`src/hdl/srce_pkg.sv`:
```
// ----------------------------------------------------------------------------
// srce_pkg: shared definitions for the sorted range count engine
// Store depth, derived widths, request and state codes, and the structures
// that pass between the sequencer and the point memory.
// ----------------------------------------------------------------------------
package srce_pkg;

	localparam int MAX_POINTS = 4096;
	localparam int ADDR_W     = $clog2(MAX_POINTS);
	localparam int CNT_W      = $clog2(MAX_POINTS + 1);
	localparam int OUT_W      = 13;
	localparam int KEY_W      = 32;

	typedef enum logic [1:0] {
		REQ_LOAD  = 2'd0,
		REQ_QUERY = 2'd1,
		REQ_CLEAR = 2'd2
	} req_t;

	typedef enum logic [2:0] {
		ST_IDLE,
		ST_SRCH,
		ST_CMP,
		ST_SHIFT,
		ST_PUT,
		ST_RESULT
	} state_t;

	typedef struct packed {
		logic              we;
		logic [ADDR_W-1:0] waddr;
		logic [KEY_W-1:0]  wdata;
		logic              re;
		logic [ADDR_W-1:0] raddr;
	} mem_req_t;

	typedef struct packed {
		logic             valid;
		logic [OUT_W-1:0] count;
	} result_t;

	typedef struct packed {
		logic             busy;
		logic [CNT_W-1:0] stored;
	} status_t;

	// Flipping the sign bit turns signed order into unsigned order.
	function automatic logic [KEY_W-1:0] to_key(input logic signed [KEY_W-1:0] v);
		to_key = {~v[KEY_W-1], v[KEY_W-2:0]};
	endfunction

endpackage

```
`src/hdl/srce_ctrl.sv`:
```
// ----------------------------------------------------------------------------
// srce_ctrl: search and insert sequencer
// Runs lower-bound and upper-bound binary searches through one shared compare unit and
// shifts the store up by one entry a cycle to make room for a new point.
// ----------------------------------------------------------------------------
module srce_ctrl
	import srce_pkg::*;
(
	input  logic                    clk,
	input  logic                    arst_n,
	input  logic                    in_valid,
	output logic                    in_stall,
	input  logic [1:0]              req_type,
	input  logic signed [KEY_W-1:0] point_value,
	input  logic signed [KEY_W-1:0] range_low,
	input  logic signed [KEY_W-1:0] range_high,
	input  logic                    out_free,
	output result_t                 res,
	output mem_req_t                mreq,
	input  logic [KEY_W-1:0]        rd_data,
	output status_t                 status
);

	state_t           state_q, state_d;
	logic [CNT_W-1:0] cnt_q, cnt_d;
	logic [CNT_W-1:0] lo_q, lo_d;
	logic [CNT_W-1:0] hi_q, hi_d;
	logic [CNT_W-1:0] a_q, a_d;
	logic [CNT_W-1:0] pos_q, pos_d;
	logic [CNT_W-1:0] idx_q, idx_d;
	logic [CNT_W-1:0] res_q, res_d;
	logic [KEY_W-1:0] key_q, key_d;
	logic [KEY_W-1:0] high_q, high_d;
	logic             strict_q, strict_d;
	logic             query_q, query_d;

	logic [CNT_W-1:0]       mid;
	logic [CNT_W-1:0]       idx_m1;
	logic [CNT_W-1:0]       idx_m2;
	logic [CNT_W-1:0]       cnt_m1;
	logic                   below;
	logic [KEY_W-1:0]       low_key;
	logic [KEY_W-1:0]       high_key;
	logic [CNT_W+OUT_W-1:0] res_wide;

	assign mid      = lo_q + ((hi_q - lo_q) >> 1);
	assign idx_m1   = idx_q - CNT_W'(1);
	assign idx_m2   = idx_q - CNT_W'(2);
	assign cnt_m1   = cnt_q - CNT_W'(1);
	assign below    = strict_q ? (rd_data <= key_q) : (rd_data < key_q);
	assign low_key  = to_key(range_low);
	assign high_key = to_key(range_high);
	assign res_wide = {{OUT_W{1'b0}}, res_q};

	always_ff @(posedge clk or negedge arst_n) begin
		if (!arst_n) begin
			state_q <= ST_IDLE;
			cnt_q   <= '0;
		end else begin
			state_q <= state_d;
			cnt_q   <= cnt_d;
		end
	end

	always_ff @(posedge clk) begin
		lo_q     <= lo_d;
		hi_q     <= hi_d;
		a_q      <= a_d;
		pos_q    <= pos_d;
		idx_q    <= idx_d;
		res_q    <= res_d;
		key_q    <= key_d;
		high_q   <= high_d;
		strict_q <= strict_d;
		query_q  <= query_d;
	end

	always_comb begin
		state_d   = state_q;
		cnt_d     = cnt_q;
		lo_d      = lo_q;
		hi_d      = hi_q;
		a_d       = a_q;
		pos_d     = pos_q;
		idx_d     = idx_q;
		res_d     = res_q;
		key_d     = key_q;
		high_d    = high_q;
		strict_d  = strict_q;
		query_d   = query_q;
		mreq      = '0;
		res.valid = 1'b0;
		res.count = res_wide[OUT_W-1:0];
		unique case (state_q)
			ST_IDLE: begin
				if (in_valid) begin
					unique case (req_type)
						REQ_LOAD: begin
							if (cnt_q != CNT_W'(MAX_POINTS)) begin
								key_d    = to_key(point_value);
								lo_d     = '0;
								hi_d     = cnt_q;
								strict_d = 1'b1;
								query_d  = 1'b0;
								state_d  = ST_SRCH;
							end
						end
						REQ_QUERY: begin
							if (low_key > high_key) begin
								res_d   = '0;
								state_d = ST_RESULT;
							end else begin
								key_d    = low_key;
								high_d   = high_key;
								lo_d     = '0;
								hi_d     = cnt_q;
								strict_d = 1'b0;
								query_d  = 1'b1;
								state_d  = ST_SRCH;
							end
						end
						REQ_CLEAR: begin
							cnt_d = '0;
						end
						default: begin
						end
					endcase
				end
			end
			ST_SRCH: begin
				if (lo_q < hi_q) begin
					mreq.re    = 1'b1;
					mreq.raddr = mid[ADDR_W-1:0];
					state_d    = ST_CMP;
				end else if (!query_q) begin
					pos_d = lo_q;
					if (lo_q == cnt_q) begin
						state_d = ST_PUT;
					end else begin
						mreq.re    = 1'b1;
						mreq.raddr = cnt_m1[ADDR_W-1:0];
						idx_d      = cnt_q;
						state_d    = ST_SHIFT;
					end
				end else if (!strict_q) begin
					a_d      = lo_q;
					lo_d     = '0;
					hi_d     = cnt_q;
					strict_d = 1'b1;
					key_d    = high_q;
				end else begin
					res_d   = lo_q - a_q;
					state_d = ST_RESULT;
				end
			end
			ST_CMP: begin
				if (below) begin
					lo_d = mid + CNT_W'(1);
				end else begin
					hi_d = mid;
				end
				state_d = ST_SRCH;
			end
			ST_SHIFT: begin
				mreq.we    = 1'b1;
				mreq.waddr = idx_q[ADDR_W-1:0];
				mreq.wdata = rd_data;
				if (idx_m1 == pos_q) begin
					state_d = ST_PUT;
				end else begin
					mreq.re    = 1'b1;
					mreq.raddr = idx_m2[ADDR_W-1:0];
					idx_d      = idx_m1;
				end
			end
			ST_PUT: begin
				mreq.we    = 1'b1;
				mreq.waddr = pos_q[ADDR_W-1:0];
				mreq.wdata = key_q;
				cnt_d      = cnt_q + CNT_W'(1);
				state_d    = ST_IDLE;
			end
			ST_RESULT: begin
				res.valid = out_free;
				if (out_free) begin
					state_d = ST_IDLE;
				end
			end
			default: begin
				state_d = ST_IDLE;
			end
		endcase
	end

	assign in_stall      = (state_q != ST_IDLE);
	assign status.busy   = (state_q != ST_IDLE);
	assign status.stored = cnt_q;

endmodule

```
`config.mk`:
```
export PLATFORM = sky130hd
export DESIGN_NAME = srce_ctrl
export DESIGN_NICKNAME = d
export VERILOG_FILES = /design/src/hdl/srce_pkg.sv /design/src/hdl/srce_ctrl.sv
export SDC_FILE = /design/constraint.sdc
export NUM_CORES = 1
export LEC_CHECK = 0
export BUFFER_PORTS_ARGS = -buffer_cell sky130_fd_sc_hd__buf_2
export CAP_MARGIN = 20
export CELL_PAD_IN_SITES_DETAIL_PLACEMENT = 1
export CELL_PAD_IN_SITES_GLOBAL_PLACEMENT = 1
export CORE_MARGIN = 2
export CORE_UTILIZATION = 47
export CTS_CLUSTER_DIAMETER = 50
export CTS_CLUSTER_SIZE = 28
export DETAILED_ROUTE_END_ITERATION = 16
export GPL_TIMING_DRIVEN = 0
export PLACE_DENSITY = 0.91
export SLEW_MARGIN = 15
export SYNTH_ARGS = -nofsm -noshare
export SYNTH_HDL_FRONTEND = slang
export SYNTH_SLANG_ARGS = --single-unit
```
`constraint.sdc`:
```
create_clock -name clk -period 10.4 [get_ports clk]
set_input_delay 1.56 -clock clk [delete_from_list [all_inputs] [get_ports clk]]
set_output_delay 1.56 -clock clk [all_outputs]
set_load 0.005 [all_outputs]
```
==> results of run 1 <==
==> metal layers <==
| metal | vias to the layer above | global-route usage, % | part of all wire, % |
|---|---|---|---|
| li1 | 4840 | - | - |
| met1 | 5522 | 41.6 | 36 |
| met2 | 827 | 59.2 | 48 |
| met3 | 251 | 9.50 | 10 |
| met4 | 0 | 20.7 | 6.4 |
| met5 | - | 0 | 0 |
==> worst min-delay path, stage by stage, from the launching register on <==
cell	delay, ns
edfxtp_1	0.33
nand2_1	0.05
o21ai_0	0.06
==> cell type report <==
| class | instances | area [um^2] | share of cell area (%) |
|---|---|---|---|
| timing repair buffer | 220 | 1120 | 8.18 |
| buffer | 56 | 225 | 1.64 |
| antenna | 2 | 5.00 | 0.0364 |
| clock buffer | 18 | 429 | 3.13 |
| clock inverter | 14 | 139 | 1.01 |
| inverter | 117 | 439 | 3.20 |
| sequential | 160 | 4720 | 34.4 |
| multi-input combinational | 873 | 6240 | 45.4 |
| tap | 324 | 405 | 2.95 |
==> logic make-up after synthesis <==
family          Yosys count
flops                   160
compound gates          279
fa+ha+maj               112
xor+xnor                 96
buf+inv                 173
mux                      36
simple gates            350
==> how the worst max path moves through the flow <==
stage | slack (ns) | endpoint | depth (start not counted) | from
global placement | 2.75 | key_q[11] | 10 | range_high[11]
global route | 3.09 | mreq[11] | 20 | lo_q[1]
floorplan | 4.59 | key_q[0] | 9 | range_high[14]
finish | 3.39 | mreq[11] | 20 | lo_q[1]
CTS | 3.43 | mreq[11] | 20 | lo_q[1]
detailed placement | 3.98 | mreq[11] | 20 | lo_q[1]
==> report_power, final <==
part / internal, mW / switching, mW
clock: 0.321 / 0.328
sequential: 0.986 / 0.183
combinational: 1.35 / 2.43
==> Yosys cell counts, drive strengths merged, types with 7 or more instances <==
cell and n:
xor2 41, and3 9, nand4 29, inv 117
o21ai 87, nor2b 14, o21a 7, buf 9
a21o 24, dfrtp 16, ha 109, nand2 126
nor2 75, nand3 21, a21oi 55, nor4 8
edfxtp 144, o221ai 7, xnor2 53, mux2i 32
a22o 40, or3 8, nor3 27, o211ai 9
clkbuf 47
==> impl_summary.md, run 1 <==
Finish
Summing all non-filler instances in the final layout gives an area of 13700 um^2. The post-layout net count is 1691. The post-route core utilization is 56.6%.

Leaving out fill and tap cells, the most frequent cell in the layout is buf_2. The area growth from synthesis to layout is 18.3%. The library cells used most frequently in the layout, excluding fill and tap cells, are 222 x buf_2, 144 x edfxtp_1, 126 x nand2_1, 117 x inv_1, 109 x ha_1. The final cell count without fillers is 1784. The fraction of final layout cells with drive strength greater than 1 is 18.9%.

Counting the fill cells in the layout gives 2864. In the final layout, the registers with the most flip-flops are high_q (32), key_q (32).

Hold path
The count of cells along the worst hold path is 2. The worst hold path terminates at key_q[17]. In this run the most critical hold path is launched from high_q[17]. The worst hold path belongs to the class flop to flop.

Synth
The cell area after technology mapping is 11600 um^2. For this run, the register share of the synthesized area comes to 40.7%. The average instance in the mapped netlist occupies 9.62 um^2. edfxtp_1 takes more of the synthesized area than any other cell.

The dominant synthesized flop cell is edfxtp_1. The share of the synthesized area in the top cell type is 37.3%. The number of nets in the synthesized netlist is 1452.

The portion of netlist area occupied by mux cells is 3.18%. The simple-gate portion of the synthesized area is 14.7%. The compound-gate portion of the synthesized area is 16.0%. The post-synthesis async set-or-reset flop share is 10.0%. The number of distinct library cell variants in the gate-level netlist after synthesis is 74. The adder and majority gate portion of the synthesized area is 12.3%. Of the total synthesized cell area, the portion taken by XOR and XNOR cells is 7.48%. Yosys mapped a number of flops with a built-in enable equal to 144. In the synthesized netlist, the number of instances is 1206. During synthesis, Yosys emitted a total of 0 warnings. The total of flip-flops plus latches after synthesis is 160.

The combinational family with the most area after synthesis is compound AO/OA/AOI/OAI gates. Ranked by total cell area, the synthesized netlist is headed by edfxtp_1 37%, ha_1 12%, nand2_1 4.1%, xnor2_1 4.0%, inv_1 3.8%.

Placed design
The count of buffers added on input and output ports is 219. The HPWL after detailed placement is 33.5 mm. In this run the cell area measured after placement is 13200 um^2.

The cell count after placement is 1750. The final weighted congestion in routability-driven placement is 0.878. Timing analysis after detailed placement gives a worst setup slack of 3.98 ns.

Power and ir drop
For this design the static power due to leakage is 6.13 nW. The total power per unit cell area is 408 nW/um^2. Across the VDD grid, the largest voltage drop is 301 uV. The total power draw is 5.60 mW.

Global routing
The first global-routing pass estimated 70.6 mm of wire. The number of antenna violations at the first check in global routing was 1. The overflow left after global routing is 0. The number of global-route vias before repair was 12300. In the global route stage, overall resource usage came out at 35.6%.

The maximum number of pins on one net before global-route repair is 33.

Setup path
STA classifies the critical path startpoint as a flop. In this design, the stage delay of the slowest critical-path cell is 0.55 ns. The number of buffers and inverters on the critical path is 2. The cell seen most often among critical-path stages is a21oi_1. Along the worst path, the maximum fanout reaches 7. The minimum setup slack among reg-to-reg paths is 4.81 ns. In this run the critical register-to-register path is captured at lo_q[12]. For the worst setup path, the data arrival time is 5.45 ns. Broken down by cell family, the worst path's largest delay share belongs to compound AO/OA/AOI/OAI gates. The critical path is of the flop to output port type. The startpoint of the worst register-to-register path is lo_q[1]. The worst register-to-register path has a depth of 18. The slowest cell on the critical path is edfxtp_1. The signal on the critical path passes through inv_1 > ha_1 > nor2b_1 > o211ai_1 > nand2_1 > or2_2 > a21oi_1 > o21bai_1 > a21oi_1 > xnor2_1 > ha_1 > a2111o_1 > a21o_1 > a41oi_1 > o21bai_1 > a21oi_1 > xnor2_1 > nand2_1 > o221ai_1 > buf_2.

The capturing element type of the critical path is an output port. The critical path data required time is 8.84 ns.

CTS
The clock latency of the later-clocked register in the worst-skew pair is 0.45 ns. The TritonCTS clock tree is done. Buffers inserted during clock tree synthesis total 17.

The CTS H-tree depth is 4. The number of buffers added for setup after CTS is 0. The hold buffer count at CTS is 0. The post-CTS clock slew at the launch and capture registers of the worst setup and hold paths is 0.08 ns. The clock passes through at most 2 buffers. The clock sink count is 160. Gates resized during post-CTS repair numbered 0. Clock tree synthesis selected as its root buffer the cell clkbuf_16.

Job
The max-capacitance violation count is 0.

Drt
The routed wire length per instance is 26.1 um. The routed layout has 11400 vias. For this run, design rule violations remaining after detail routing come to 0. The detail-routed via count per cell is 6.41. The first detailed-routing pass ran for 8 iterations. The detailed router finished its first iteration with 1174 violations. The remaining antenna violation count after routing is 0. For this block, the routed nets add up to 46.6 mm of wire.

Timing
The transition time of the tightest slew-check pin is 1.07 ns. The worst-case hold slack is 0.541 ns. Based on the critical path, the design can be clocked at up to 143 MHz. The max-slew violation count is 0. After layout, the minimum clock period comes to 7.01 ns. Setup repair after global routing left no endpoint under its margin. The clock arrives with 0.0172 ns of skew. The total count of hold-check failures in the final report is 0. Setup total negative slack on the finished layout was measured at 0 ns. After layout, the worst path uses 67.4% of the clock period.

Setup violations remaining at the end of the flow were counted as 0. The final worst slack is 3.39 ns. The worst-case headroom to the max-slew limit is 27.5%.

Floorplanning
The die outline width is 161 um. The standard-cell row count is 57. The number of placed I/O pins is 221. The full die area is 26000 um^2.

From bottom edge to top edge, the die measures 161 um. The initial utilization of the core area, before any placement, comes to 47.9%. The core region is 24200 um^2.

Run status
The flow ran to the end, and the final reports show no timing, DRC or antenna violations.
(Power assumes the default switching activity.)
==> run 2: changes to the inputs <==
--- a/config.mk
+++ b/config.mk
@@ -10,12 +10,12 @@
 export CELL_PAD_IN_SITES_DETAIL_PLACEMENT = 1
 export CELL_PAD_IN_SITES_GLOBAL_PLACEMENT = 1
 export CORE_MARGIN = 2
-export CORE_UTILIZATION = 47
+export CORE_UTILIZATION = 39
 export CTS_CLUSTER_DIAMETER = 50
 export CTS_CLUSTER_SIZE = 28
 export DETAILED_ROUTE_END_ITERATION = 16
 export GPL_TIMING_DRIVEN = 0
-export PLACE_DENSITY = 0.91
+export PLACE_DENSITY = 0.81
 export SLEW_MARGIN = 15
 export SYNTH_ARGS = -nofsm -noshare
 export SYNTH_HDL_FRONTEND = slang
==> constraint.sdc (replaced) <==
create_clock -name clk -period 6.43 [get_ports clk]
set_input_delay 0.9645 -clock clk [delete_from_list [all_inputs] [get_ports clk]]
set_output_delay 0.9645 -clock clk [all_outputs]
set_load 0.005 [all_outputs]
==> run 2 against run 1 <==
Against the previous run:
- combinational power rose by 55%
- clock power is 40% higher
- setup slack got worse by 3.1 ns
- critical endpoint unchanged
==> impl_summary.md, run 2 (synthesis results as in run 1) <==
Placed design
The cell count after placement was 1818 (+3.9%). The instance area after placement is 13300 um^2 (+0.89%). The total of buffers placed on input and output ports came to 219 (unchanged). The placement-stage worst setup slack is 0.556 ns (-3.43 ns). The final weighted congestion in routability-driven placement is 0.887 (+1.0%).

The final HPWL from detailed placement is 31.0 mm (-7.6%).

Power and ir drop
The total leakage power is 6.13 nW (about the same). The worst vdd rail ir drop was 508 uV (+69%). The total power per unit cell area is 626 nW/um^2 (+53%).

CTS
The post-CTS clock slew at the launch and capture registers of the worst setup and hold paths came to 0.06 ns (-0.02 ns). The buffer levels on the longest clock path is 2 (unchanged). The clock sink count is 160 (unchanged). The CTS H-tree depth came to 4 (unchanged). The cell sitting at the root of the clock tree is a clkbuf_16. TritonCTS built the clock tree. The TritonCTS buffer count is 17 (unchanged). The clock latency of the later-clocked register in the worst-skew pair was 0.44 ns (about the same).

Global routing
The overall track demand over capacity in global routing is 25.1% (-10 points). The number of antenna violations at the first check in global routing is 8 (+7). The overflow left after global routing was 0 (unchanged). The maximum number of pins on one net before global-route repair is 18 (-45%). The wire length of the first global-routing pass is 59.4 mm (-16%).

The number of global-route vias before repair was 10700 (-13%).

Setup path
The arrival time of the worst setup path is 5.16 ns (-0.29 ns). The slowest stage of the critical path is the edfxtp_1 cell. The kind of critical path is flop to output port. STA classifies the critical path startpoint as a flop. The largest incremental delay on the critical path was 0.45 ns (-0.10 ns).

The number of buffers and inverters on the critical path is 2 (unchanged). Walking the worst path, the cells encountered are inv_1 > ha_1 > nor2b_1 > o211ai_1 > nand2_1 > or2_2 > a21oi_1 > o21bai_1 > a21oi_1 > xnor2_1 > ha_1 > a2111o_1 > a21o_1 > a41oi_1 > o21bai_1 > a21oi_1 > xnor2_2 > nand2_1 > o221ai_1 > buf_2. The largest fanout of any net on the critical path is 7 (unchanged). The kind of cell with the highest combined delay on the critical path is compound AO/OA/AOI/OAI gates.

In this design, the critical path's most frequently occurring cell is a21oi_1. The critical path data required time is 5.47 ns (-3.37 ns). STA classifies the critical path endpoint as an output port.

Timing
The post-route setup TNS came to 0 ns (unchanged). The fmax is 163 MHz. The final critical path takes up 95.3% of the cycle. Counting I/O delays and the setup requirement, the final critical path takes 6.13 ns.

The final worst slack came to 0.302 ns (-3.09 ns). The worst-case headroom to the max-slew limit is 34.4% (+6.9 points). The max-slew violation count came to 0 (unchanged). The clock tree skew after final layout is 0.0115 ns (-0.00578 ns).

The number of failing setup endpoints in the final timing report was 0 (unchanged). The transition time of the tightest slew-check pin is 0.980 ns (-0.0906 ns). The total count of hold-check failures in the final report is 0 (unchanged).

Finish
The area of the multi-input gates is 6240 um^2 (unchanged). The largest registers in the layout are high_q (32), key_q (32). The most frequent standard cell in the layout excluding fill and tap cells is buf_2. The library cells used most frequently in the layout, excluding fill and tap cells, are 223 x buf_2, 144 x edfxtp_1, 126 x nand2_1, 117 x inv_1, 109 x ha_1. The growth of design area from synthesis to finish is 19.1%. The number of filler instances in the final layout is 3481 (+22%). The fraction of final layout cells with drive strength greater than 1 was 18.8% (-0.064 points).

The final cell count without fillers is 1861 (+4.3%). The sequential cell area is 4720 um^2 (unchanged). The post-layout net count was 1697 (+0.35%).

The post-route core utilization was 46.9% (-9.7 points). The post-route cell area is 13800 um^2 (+0.70%).

Floorplanning
The initial core utilization came to 39.4% (-8.5 points). The total core area was 29500 um^2 (+22%). The height of the die is 177 um (+9.5%). The full die area was 31200 um^2 (+20%). The standard-cell row count is 63 (+11%).

The number of placed I/O pins is 221 (unchanged). The die outline width is 177 um (+9.5%).

Drt
The total wire length after detailed routing is 39.4 mm (-15%). The routed wire length per instance is 21.1 um (-19%). The vias after detailed routing is 10400 (-8.9%). The detailed-routing iteration count for the pre-antenna-repair pass is 5 (-3).

The remaining antenna violation count after routing came to 0 (unchanged). The DRC violation count after routing is 0 (unchanged). The number of DRC markers in iteration 0 is 685 (-42%). The detail-routed via count per cell is 5.60 (-13%).

Run status
The run finished with clean final reports.

Hold path
The worst hold path belongs to the class input pin to async pin.

Job
The max-capacitance violation count is 0 (unchanged).
-- run 2: cell type report --
cell class	count	area share, %
well taps	390	3.53
plain buffers	56	1.63
diodes	8	0.145
inverters	117	3.18
repair buffers	226	8.58
multi-input cells	873	45.1
clock inverters	12	0.516
flip-flops and latches	160	34.2
clock buffers	19	3.13
-- run 2: power breakdown --
group	switching (mW)	internal, mW	leakage (nW)	total, mW
clock	0.421	0.485	0.241	0.907
sequential	0.283	1.60	1.55	1.88
combinational	3.66	2.21	4.34	5.87
total	4.37	4.29	6.13	8.65
-- run 2: through the flow --
step	power (mW)	hold slack (ns)
after global placement	7.32	0.501
final	8.65	0.459
after global routing	9.28	0.472
after floorplan	5.71	0.496
after detailed placement	7.59	0.511
after CTS	8.54	0.456
-- run 2: layer usage --
metal  global-route usage (%)  routed length [um]  vias up
met5                        0                  24        -
met2                     41.3               18600      333
met3                     5.04                2470      103
met1                     31.6               16500     5130
li1                         -                   -     4852
met4                     11.9                1830        4
-- run 2: final timing paths --
check | from | to | slack (ns) | cells past startpoint
max | lo_q[1] | mreq[11] | 0.30 | 20
min in group clk | high_q[7] | key_q[7] | 0.52 | 2
max reg2reg | lo_q[1] | lo_q[12] | 1.24 | 18
min reg2reg | high_q[7] | key_q[7] | 0.52 | 2
max in group asynchronous | arst_n | state_q[1] | 5.68 | 1
min | arst_n | cnt_q[1] | 0.46 | 1
-- run 2: what timing repair did --
action / 4_1_cts / 5_1_grt
hold buffers: 0 / 0
setup endpoints to repair: 0 / 2
endpoints found under the hold margin: 0 / 0
buffers inserted: 0 / 3
gates resized for setup: 0 / 1
